### src/rtl/e820c_pkg.sv
// Shared types, constants and the type mapping function of the E820 coalescer.
`timescale 1ns / 1ps
package e820c_pkg;

	localparam int unsigned PAGE_SHIFT      = 12;
	localparam int unsigned MAX_ENTRIES_DEF = 32;
	localparam int unsigned CNT_W           = 6;
	localparam int unsigned RQ_DEPTH        = 4;
	localparam int unsigned RQ_PTR_W        = $clog2(RQ_DEPTH);

	localparam logic [1:0] STATUS_ENTRY    = 2'd0;
	localparam logic [1:0] STATUS_OVERFLOW = 2'd1;
	localparam logic [1:0] STATUS_EMPTY    = 2'd2;

	localparam logic [2:0] LEGACY_NONE      = 3'd0;
	localparam logic [2:0] LEGACY_AVAILABLE = 3'd1;
	localparam logic [2:0] LEGACY_RESERVED  = 3'd2;
	localparam logic [2:0] LEGACY_ACPI      = 3'd3;
	localparam logic [2:0] LEGACY_NVS       = 3'd4;
	localparam logic [2:0] LEGACY_UNUSABLE  = 3'd5;

	localparam logic [31:0] FW_LOADER_CODE   = 32'd1;
	localparam logic [31:0] FW_LOADER_DATA   = 32'd2;
	localparam logic [31:0] FW_BOOT_CODE     = 32'd3;
	localparam logic [31:0] FW_BOOT_DATA     = 32'd4;
	localparam logic [31:0] FW_CONVENTIONAL  = 32'd7;
	localparam logic [31:0] FW_UNUSABLE      = 32'd8;
	localparam logic [31:0] FW_ACPI_RECLAIM  = 32'd9;
	localparam logic [31:0] FW_ACPI_NVS      = 32'd10;

	typedef struct packed {
		logic [63:0] base;
		logic [63:0] size;
		logic [2:0]  etype;
		logic [1:0]  status;
		logic        eom;
	} result_t;

	function automatic logic [2:0] legacy_type(input logic [31:0] fw_type);
		logic [2:0] t;
		unique case (fw_type)
			FW_LOADER_CODE, FW_LOADER_DATA, FW_BOOT_CODE, FW_BOOT_DATA,
			FW_CONVENTIONAL: t = LEGACY_AVAILABLE;
			FW_ACPI_RECLAIM: t = LEGACY_ACPI;
			FW_ACPI_NVS:     t = LEGACY_NVS;
			FW_UNUSABLE:     t = LEGACY_UNUSABLE;
			default:         t = LEGACY_RESERVED;
		endcase
		return t;
	endfunction

endpackage

### src/rtl/e820c_rq.sv
// Result queue that takes up to two results per cycle and gives one per cycle while out_ready is high.
`timescale 1ns / 1ps
module e820c_rq (
	input  logic               clk,
	input  logic               arst_n,
	input  logic               push0,
	input  logic               push1,
	input  e820c_pkg::result_t d0,
	input  e820c_pkg::result_t d1,
	output logic               room2,
	output logic               out_valid,
	input  logic               out_ready,
	output e820c_pkg::result_t dout
);
	import e820c_pkg::*;

	result_t               mem_q [RQ_DEPTH];
	logic [RQ_PTR_W-1:0]   wr_ptr_q;
	logic [RQ_PTR_W-1:0]   rd_ptr_q;
	logic [RQ_PTR_W:0]     count_q;
	logic                  pop;
	logic [RQ_PTR_W:0]     n_push;

	assign pop       = out_valid && out_ready;
	assign out_valid = (count_q != '0);
	assign dout      = mem_q[rd_ptr_q];
	assign room2     = (count_q <= (RQ_PTR_W+1)'(RQ_DEPTH - 2));
	assign n_push    = (RQ_PTR_W+1)'(push0) + (RQ_PTR_W+1)'(push1);

	always_ff @(posedge clk) begin
		if (push0) begin
			mem_q[wr_ptr_q] <= d0;
		end
		if (push1) begin
			mem_q[wr_ptr_q + RQ_PTR_W'(1)] <= d1;
		end
	end

	always_ff @(posedge clk or negedge arst_n) begin
		if (!arst_n) begin
			wr_ptr_q <= '0;
			rd_ptr_q <= '0;
			count_q  <= '0;
		end else begin
			wr_ptr_q <= wr_ptr_q + n_push[RQ_PTR_W-1:0];
			if (pop) begin
				rd_ptr_q <= rd_ptr_q + RQ_PTR_W'(1);
			end
			count_q <= count_q + n_push - (RQ_PTR_W+1)'(pop);
		end
	end

endmodule

### src/rtl/e820c_core.sv
// Input register, held entry state and the merge, emit and overflow decision.
`timescale 1ns / 1ps
module e820c_core #(
	parameter int unsigned MAX_ENTRIES = e820c_pkg::MAX_ENTRIES_DEF
) (
	input  logic                        clk,
	input  logic                        arst_n,
	input  logic                        in_valid,
	output logic                        in_ready,
	input  logic [63:0]                 phys_base,
	input  logic [51:0]                 page_count,
	input  logic [31:0]                 descriptor_type,
	input  logic                        is_last,
	input  logic                        cfg_wr_en,
	input  logic [e820c_pkg::CNT_W-1:0] cfg_wr_data,
	input  logic                        room2,
	output logic                        push0,
	output logic                        push1,
	output e820c_pkg::result_t          r0,
	output e820c_pkg::result_t          r1
);
	import e820c_pkg::*;

	logic              valid_s1;
	logic [63:0]       base_s1;
	logic [51:0]       pages_s1;
	logic [31:0]       ftype_s1;
	logic              last_s1;

	logic [CNT_W-1:0]  max_entries_q;
	logic [63:0]       held_base_q;
	logic [63:0]       held_size_q;
	logic [63:0]       held_end_q;
	logic [2:0]        held_type_q;
	logic              held_valid_q;
	logic [CNT_W-1:0]  entry_count_q;
	logic              overflowed_q;

	logic              advance;
	logic [63:0]       size;
	logic              nonzero;
	logic [2:0]        ltype;
	logic              merge;
	logic              fresh;
	logic              ovf;
	logic              emit_held;
	logic [63:0]       nbase;
	logic [63:0]       nsize;
	logic [63:0]       nend;
	logic [2:0]        ntype;
	logic              nvalid;
	result_t           held_res;
	result_t           final_res;

	assign advance  = valid_s1 && room2;
	assign in_ready = !valid_s1 || room2;

	assign size    = {pages_s1, PAGE_SHIFT'(0)};
	assign nonzero = |pages_s1;
	assign ltype   = legacy_type(ftype_s1);
	assign merge   = held_valid_q && (held_type_q == ltype) && (held_end_q == base_s1);
	assign fresh   = nonzero && !merge;
	assign ovf     = !overflowed_q && fresh && (entry_count_q >= max_entries_q);
	assign emit_held = !overflowed_q && !ovf && fresh && held_valid_q;

	always_comb begin
		nbase  = held_base_q;
		nsize  = held_size_q;
		nend   = held_end_q;
		ntype  = held_type_q;
		nvalid = held_valid_q;
		if (nonzero && merge) begin
			nsize = held_size_q + size;
			nend  = held_end_q + size;
		end else if (fresh) begin
			nbase  = base_s1;
			nsize  = size;
			nend   = base_s1 + size;
			ntype  = ltype;
			nvalid = 1'b1;
		end
	end

	always_comb begin
		held_res = '{base: held_base_q, size: held_size_q, etype: held_type_q,
			status: STATUS_ENTRY, eom: 1'b0};
		if (nvalid) begin
			final_res = '{base: nbase, size: nsize, etype: ntype,
				status: STATUS_ENTRY, eom: 1'b1};
		end else begin
			final_res = '{base: 64'd0, size: 64'd0, etype: LEGACY_NONE,
				status: STATUS_EMPTY, eom: 1'b1};
		end
	end

	always_comb begin
		push0 = 1'b0;
		push1 = 1'b0;
		r0    = held_res;
		r1    = final_res;
		if (advance && !overflowed_q) begin
			if (ovf) begin
				push0 = 1'b1;
				r0 = '{base: 64'd0, size: 64'd0, etype: LEGACY_NONE,
					status: STATUS_OVERFLOW, eom: 1'b1};
			end else if (emit_held) begin
				push0 = 1'b1;
				push1 = last_s1;
			end else if (last_s1) begin
				push0 = 1'b1;
				r0 = final_res;
			end
		end
	end

	always_ff @(posedge clk) begin
		if (in_valid && in_ready) begin
			base_s1  <= phys_base;
			pages_s1 <= page_count;
			ftype_s1 <= descriptor_type;
			last_s1  <= is_last;
		end
	end

	always_ff @(posedge clk or negedge arst_n) begin
		if (!arst_n) begin
			valid_s1 <= 1'b0;
		end else if (in_ready) begin
			valid_s1 <= in_valid;
		end
	end

	always_ff @(posedge clk or negedge arst_n) begin
		if (!arst_n) begin
			max_entries_q <= CNT_W'(MAX_ENTRIES);
		end else if (cfg_wr_en) begin
			max_entries_q <= cfg_wr_data;
		end
	end

	always_ff @(posedge clk or negedge arst_n) begin
		if (!arst_n) begin
			held_base_q   <= '0;
			held_size_q   <= '0;
			held_end_q    <= '0;
			held_type_q   <= '0;
			held_valid_q  <= 1'b0;
			entry_count_q <= '0;
			overflowed_q  <= 1'b0;
		end else if (advance) begin
			if (last_s1 || ovf) begin
				held_base_q   <= '0;
				held_size_q   <= '0;
				held_end_q    <= '0;
				held_type_q   <= '0;
				held_valid_q  <= 1'b0;
				entry_count_q <= '0;
				overflowed_q  <= ovf && !last_s1;
			end else if (!overflowed_q) begin
				held_base_q  <= nbase;
				held_size_q  <= nsize;
				held_end_q   <= nend;
				held_type_q  <= ntype;
				held_valid_q <= nvalid;
				if (fresh) begin
					entry_count_q <= entry_count_q + CNT_W'(1);
				end
			end
		end
	end

endmodule

### src/rtl/memory_map_to_e820_coalescer_unit.sv
// Top level of the firmware memory map to E820 map coalescer.
`timescale 1ns / 1ps
// One firmware descriptor beat is taken per cycle; it is registered, decided
// against the held entry once the queue has room, and its zero, one or two
// results go into a four-deep result queue that drives the output port. The
// block sustains one descriptor per cycle as long as the queue has room for
// two results, which holds whenever results are taken about as fast as they
// are made. The max_entries register may be rewritten only while the block is
// idle.
module memory_map_to_e820_coalescer_unit #(
	parameter int unsigned MAX_ENTRIES = e820c_pkg::MAX_ENTRIES_DEF
) (
	input  logic                        clk,
	input  logic                        arst_n,
	input  logic                        cfg_wr_en,
	input  logic [e820c_pkg::CNT_W-1:0] cfg_wr_data,
	input  logic                        in_valid,
	output logic                        in_ready,
	input  logic [63:0]                 phys_base,
	input  logic [51:0]                 page_count,
	input  logic [31:0]                 descriptor_type,
	input  logic                        is_last,
	output logic                        out_valid,
	input  logic                        out_ready,
	output logic [63:0]                 entry_base,
	output logic [63:0]                 entry_size,
	output logic [2:0]                  entry_type,
	output logic [1:0]                  status,
	output logic                        end_of_map
);
	import e820c_pkg::*;

	logic    room2;
	logic    push0;
	logic    push1;
	result_t r0;
	result_t r1;
	result_t dout;

	e820c_core #(
		.MAX_ENTRIES(MAX_ENTRIES)
	) u_core (
		.clk            (clk),
		.arst_n         (arst_n),
		.in_valid       (in_valid),
		.in_ready       (in_ready),
		.phys_base      (phys_base),
		.page_count     (page_count),
		.descriptor_type(descriptor_type),
		.is_last        (is_last),
		.cfg_wr_en      (cfg_wr_en),
		.cfg_wr_data    (cfg_wr_data),
		.room2          (room2),
		.push0          (push0),
		.push1          (push1),
		.r0             (r0),
		.r1             (r1)
	);

	e820c_rq u_rq (
		.clk      (clk),
		.arst_n   (arst_n),
		.push0    (push0),
		.push1    (push1),
		.d0       (r0),
		.d1       (r1),
		.room2    (room2),
		.out_valid(out_valid),
		.out_ready(out_ready),
		.dout     (dout)
	);

	assign entry_base = dout.base;
	assign entry_size = dout.size;
	assign entry_type = dout.etype;
	assign status     = dout.status;
	assign end_of_map = dout.eom;

endmodule

### config.mk
export PLATFORM = sky130hd
export DESIGN_NAME = memory_map_to_e820_coalescer_unit
export DESIGN_NICKNAME = d
export VERILOG_FILES = /design/src/rtl/e820c_pkg.sv /design/src/rtl/e820c_rq.sv /design/src/rtl/e820c_core.sv /design/src/rtl/memory_map_to_e820_coalescer_unit.sv
export SDC_FILE = /design/constraint.sdc
export NUM_CORES = 2
export LEC_CHECK = 0
export BUFFER_PORTS_ARGS = -buffer_cell sky130_fd_sc_hd__buf_2
export CORE_MARGIN = 2
export CORE_UTILIZATION = 30
export CTS_BUF_LIST = sky130_fd_sc_hd__clkbuf_4 sky130_fd_sc_hd__clkbuf_8
export DETAILED_ROUTE_END_ITERATION = 6
export MAX_ROUTING_LAYER = met4
export PLACE_DENSITY = 0.53
export SLEW_MARGIN = 0
export SYNTH_ARGS = -nofsm -noshare
export SYNTH_HDL_FRONTEND = slang
export SYNTH_SLANG_ARGS = --single-unit
export TNS_END_PERCENT = 30
### constraint.sdc
create_clock -name clk -period 10.2 [get_ports clk]
set_input_delay 2.04 -clock clk [delete_from_list [all_inputs] [get_ports clk]]
set_output_delay 2.04 -clock clk [all_outputs]
set_load 0.02 [all_outputs]
**Word-level counts from Yosys, hierarchy flattened**

Memories as Yosys holds them, arrays and structs flattened. A register that Yosys moved wholly into a read port is not among the register bits.
Cells that the tools add are included.

- Register bits: 366
- RAM bits: 536
- ROM bits: 48
- Bits of input ports: 160
- Output and inout bits: 136
- Word-level logic and storage cells: 104
- Memories kept: 2

Memory list:

| name | words | bits a word | read ports | clocked after memory_dff | wr ports | line | source |
|---|---|---|---|---|---|---|---|
| u_rq.mem_q | 4 | 134 | 1 | 0 | 2 | e820c_rq.sv:17 | `result_t mem_q [RQ_DEPTH];` |
| (no name shown) | 16 | 3 | 1 | 1 | 0 | e820c_pkg.sv:41 | `unique case (fw_type)` |

- Add/subtract/negate cells: 10
- Magnitude comparators: 2
- Equal/unequal tests: 3
- Muxes and demuxes: 41
- Reduce and logical (&&, ||, !) cells: 30

Operator list:

| operator | number |
|---|---|
| 2-to-1 mux 64 bit | 12 |
| 2-to-1 mux 134 bit | 5 |
| adder 64 bit | 3 |
| equality test 64 bit | 1 |
| OR reduction 52 bit | 1 |
| logical NOT 28 bit | 1 |
| 2-to-1 mux 6 bit | 3 |
| 2-to-1 mux 1 bit | 15 |
| 2-to-1 mux 3 bit | 5 |
| logical AND 1 bit | 14 |
| adder 6 x 1 -> 6 bit, second input constant | 1 |
| greater-or-equal comparator 6 bit | 1 |
| AND reduction 3 bit | 2 |
| nonzero test 3 bit | 2 |
| logical NOT 1 bit | 5 |
| adder 2 x 1 -> 2 bit, second input constant | 2 |
| 2-to-1 mux 4 bit | 1 |
| AND reduction 2 bit | 2 |
| adder 3 bit | 1 |
| equality test 3 bit | 1 |
| less-or-equal comparator 3 x 2 -> 1 bit, second input constant | 1 |
| subtractor 3 x 1 -> 3 bit | 1 |
| adder 1 x 1 -> 2 bit | 1 |
| adder 2 bit | 1 |
| other kinds (3) | 4 |

**Depth between registers and ports, before layout**

- Depth after elaboration: 19
- Gate-level depth with buffers: 16
- Gate-level depth less buffers: 16

**By module**

From an unflattened synthesis, not the netlist that was laid out.

- Cell total of the unflattened synthesis: 3898
- Area total of the unflattened synthesis: 49975.4 sq um

By module, submodules not included:

| module | instances | cells each | area an instance (sq um) | seq. area each (sq um) |
|---|---|---|---|---|
| e820c_rq | 1 | 1336 | 26347.8 | 16270.6 |
| e820c_core | 1 | 2562 | 23627.7 | 9790.6 |

**Worst setup path after synthesis**

OpenSTA, ideal clock, no wires.

- Kind: flip-flop to flip-flop
- From: reg u_core.entry_count_q[0]
- To: mem u_rq.mem_q[2][100] (netlist bit) (enable)
- Library setup time: 1135 ps
- Arrival: 4843 ps
- Required time: 9065 ps
- Path slack: 4222 ps
- Cell stages (with the launch flop): 14
- Path buffers: 2
- Period minus slack after synthesis: 5978 ps
- Cells stage by stage: dfrtp_1 -> inv_1 -> ha_1 -> nand2b_1 -> a21o_1 -> a21o_1 -> a211o_1 -> a211oi_1 -> nor3_2 -> nor2_1 -> or3_1 -> clkbuf_1 -> clkbuf_1 -> nand2_1

RTL lines:

| item | line | source |
|---|---|---|
| from (decl) | e820c_core.sv:36 | `logic [CNT_W-1:0] entry_count_q;` |
| from (signal assigned) | e820c_core.sv:166 | `entry_count_q <= entry_count_q + CNT_W'(1);` |
| to (decl) | e820c_rq.sv:17 |  |

==> results.yml <==
layout:
  final_cells: 6069
  final.fill_count: 15000
  post-route-cell-area_mm2: 0.0526
  finish.net_count: 4165
  area_growth_pct: 14.1
  post_route_cells_drive_above_1_share: 0.198
place:
  dp_hpwl_um: 108000
  place_congestion: 0.949
  dp.cells: 5745
  place_worst_setup_slack_ps: 3760
  dpl_cell_area_mm2: 0.0493
  numPortBuffers: 295
floorplan:
  start_util: 0.303
  rows: 143
  die-width_um: 396
  die_y_extent_um: 396
  core_mm2: 0.152
  pin_count: 296
  floorplan.die_area_mm2: 0.157
timing:
  timing.final.max_slew_violations: 0
  setup_ws_ps: 3690
  grt_setup_unrepaired: "no"
  max_clock_freq_mhz: 154
  hold_viol_final: 0
  max_slew_margin: 0.216
  final.period_utilization: 0.638
  timing.setup.tns_ps: 0
  setup_violations: 0
  finalWorstPathRequiredPeriod_ps: 6510
  clock_skew_ps: 76.8
  worstMarginPinSlew_ps: 1170
routing:
  first_pass_iters: 5
  final_antenna_net_count: 0
  viasPerCell: 5.51
  routed_wire_length_per_instance_um: 27.1
  count_of_routing_violations_after_the_opening_detailed_route_iteration: 3186
  route.vias.total: 33500
  post-route-drc-count: 0
  totalWireLength_um: 164000
logic_synthesis:
  synth.ff_latch_count: 905
  mappedNetlistArea_mm2: 0.0461
  async_flop_share: 0.240
  number_of_cells_produced_by_synthesis: 3718
  synth_seq_area_share: 0.563
  yosys_warnings: 0
  syn_nets: 4003
  synth_enable_flop_cells: 677
  post_synthesis_mean_instance_area_um2: 12.4
  dominantRegCellSynth: "edfxtp_1"
  ys_types: 88
clock_tree:
  tritoncts.num_buffers: 163
  h_tree_levels: 4
  insertion_delay_ps: 910
  clockRootBuffer: "clkbuf_8"
  post_cts_sizing_count: 0
  clkSlewWorstSetupHoldPaths_ps: 60
  tritoncts_num_sinks: 905
  post_cts_buffers: 0
  cts_tree: "built"
  holdBufCountCts: 0
  clock_tree.buffer_depth: 3
pwr:
  power_density_mw_per_mm2: 291
  p_sw_mw: 6.40
  p_seq_frac: 0.376
  vdd.ir_drop.worst_uv: 157
  comb_power_share: 0.396
  internal_power_summed_over_all_cells_mw: 8.91
  report.power.total_mw: 15.3
  clockPowerShare: 0.228
  power.leakage_nw: 19.5
  switching_share: 0.418
critical_path:
  r2r_slack_ps: 3690
  worst-endpoint-required_ps: 10670
  worst-path-max-fanout: 50
  worst_ep_arrival_time_ps: 6980
  cp-end-kind: "flip-flop"
  critical_path_class: "reg2reg"
  cp-start-kind: "flip-flop"
global_route:
  grt_antenna_before_repair: 27
  grt_pass1_wl_um: 235000
  grt_pass1_vias: 32200
  grt_max_degree: 142
  grt.total_usage: 0.210
  grt.overflow.total: 0
run_status:
  outcome: "finished, final reports clean"
flow_run:
  cap_viol_max_count: 0
worst_hold_path:
  timing.hold.worst.class: "reg2reg"
[cell usage after synthesis, drive strengths merged, types with 54 or more instances]
cell	n	area share
clkbuf	255	0.021
edfxtp	677	0.44
a22o	438	0.083
nand4	54	0.0073
a21oi	184	0.020
nor2	102	0.0086
o21ai	285	0.031
mux4	134	0.065
nand2	320	0.026
inv	66	0.0054
xnor2	102	0.019
buf	91	0.010
dfrtp	216	0.12
and2	76	0.010
ha	122	0.033
[layout by cell type, fill, tap and decap left out, types with 10 or more instances in the layout]
| master | instances |
|---|---|
| nor4_1 | 35 |
| a32o_1 | 14 |
| nand3_1 | 47 |
| o21ai_0 | 280 |
| dfxtp_1 | 11 |
| o22ai_1 | 22 |
| a21o_1 | 47 |
| nand2_1 | 315 |
| clkbuf_8 | 173 |
| a22oi_1 | 25 |
| xor2_1 | 48 |
| a22o_1 | 438 |
| nor2b_1 | 20 |
| and2_1 | 75 |
| o21bai_1 | 14 |
| o211ai_1 | 10 |
| diode_2 | 24 |
| buf_4 | 46 |
| dfrtp_1 | 214 |
| mux2i_1 | 43 |
| xnor2_1 | 102 |
| a31oi_1 | 19 |
| buf_2 | 294 |
| nand4_1 | 54 |
| edfxtp_1 | 677 |
| o31ai_1 | 11 |
| mux4_2 | 134 |
| clkbuf_4 | 55 |
| clkinv_1 | 40 |
| o21a_1 | 12 |
| nor2_1 | 97 |
| nand2b_1 | 37 |
| clkinv_2 | 13 |
| nor3_1 | 15 |
| a211oi_1 | 15 |
| inv_1 | 65 |
| a21oi_1 | 182 |
| and3_1 | 17 |
| ha_1 | 122 |
[path summary, 6_finish.rpt]
| path | from | to | depth (start not counted) |
|---|---|---|---|
| max | u_core.ftype_s1[19] | u_rq.mem_q[2][106] | 11 |
| min | u_rq.mem_q[3][1] | u_rq.mem_q[3][1] | 2 |
| max reg2reg | u_core.ftype_s1[19] | u_rq.mem_q[2][106] | 11 |
| min reg2reg | u_rq.mem_q[3][1] | u_rq.mem_q[3][1] | 2 |
| max in group asynchronous | arst_n | u_rq.rd_ptr_q[1] | 2 |
| min in group asynchronous | arst_n | u_core.held_base_q[11] | 1 |
[flip-flops by register name, summed over array words and instances, names as in the netlist, named ones only]
signal,flops
u_core.base_s1,64
u_core.entry_count_q,6
u_core.ftype_s1,32
u_core.held_base_q,64
u_core.held_end_q,64
u_core.held_size_q,64
u_core.held_type_q,3
u_core.held_valid_q,1
u_core.last_s1,1
u_core.max_entries_q,6
u_core.overflowed_q,1
u_core.pages_s1,52
u_core.valid_s1,1
u_rq.count_q,3
u_rq.mem_q,536
u_rq.rd_ptr_q,2
u_rq.wr_ptr_q,2
[layer usage]
| metal | track usage | vias to the layer above | part of all wire |
|---|---|---|---|
| li1 | - | 14800 | - |
| met1 | 0.288 | 17100 | 0.44 |
| met2 | 0.318 | 1354 | 0.46 |
| met3 | 0.0389 | 213 | 0.072 |
| met4 | 0.0614 | 0 | 0.026 |
| met5 | - | - | 0 |
[stage by stage]
step / util / hold WS [ps]
6_report: 0.346 / 482
5_1_grt: 0.346 / 526
4_1_cts: 0.345 / 479
3_5_place_dp: 0.324 / 466
3_3_place_gp: 0.324 / 450
2_1_floorplan: - / 438
[critical path, stage by stage, from the launching register on]
cell and delay, ps:
edfxtp_1 360, nor4_1 350, nand3_1 270, o41ai_1 450, o41ai_2 300, and4_2 490
nor3_2 540, nor2_1 140, or3_1 790, nand2_4 810, buf_4 770, buf_4 650
[logic make-up after synthesis]
kind of cell    Yosys count  synth area share
fa+ha+maj               125            0.0344
buf+inv                 412            0.0361
simple gates            769            0.0818
xor+xnor                150            0.0285
flops                   905             0.563
mux                     181            0.0758
compound gates         1176             0.180
[power groups by stage]
stage          combinational (mW)  clock (mW)  sequential (mW)
2_1_floorplan                4.18           0             5.39
3_3_place_gp                 6.09           0             5.80
5_1_grt                      6.50        3.72             5.84
3_5_place_dp                 6.09           0             5.82
4_1_cts                      6.11        3.56             5.76
6_report                     6.07        3.49             5.76
[layout make-up]
class | instances | area, µm² | share of cell area
Sequential cell | 905 | 26000 | 0.494
Multi-Input combinational cell | 2401 | 18600 | 0.354
Clock buffer | 228 | 2790 | 0.0531
Tap cell | 2030 | 2540 | 0.0483
Timing Repair Buffer | 343 | 1870 | 0.0356
Clock inverter | 72 | 483 | 0.00918
Inverter | 66 | 253 | 0.00480
Antenna cell | 24 | 60.1 | 0.00114
Power figures use the tool's default switching activity.
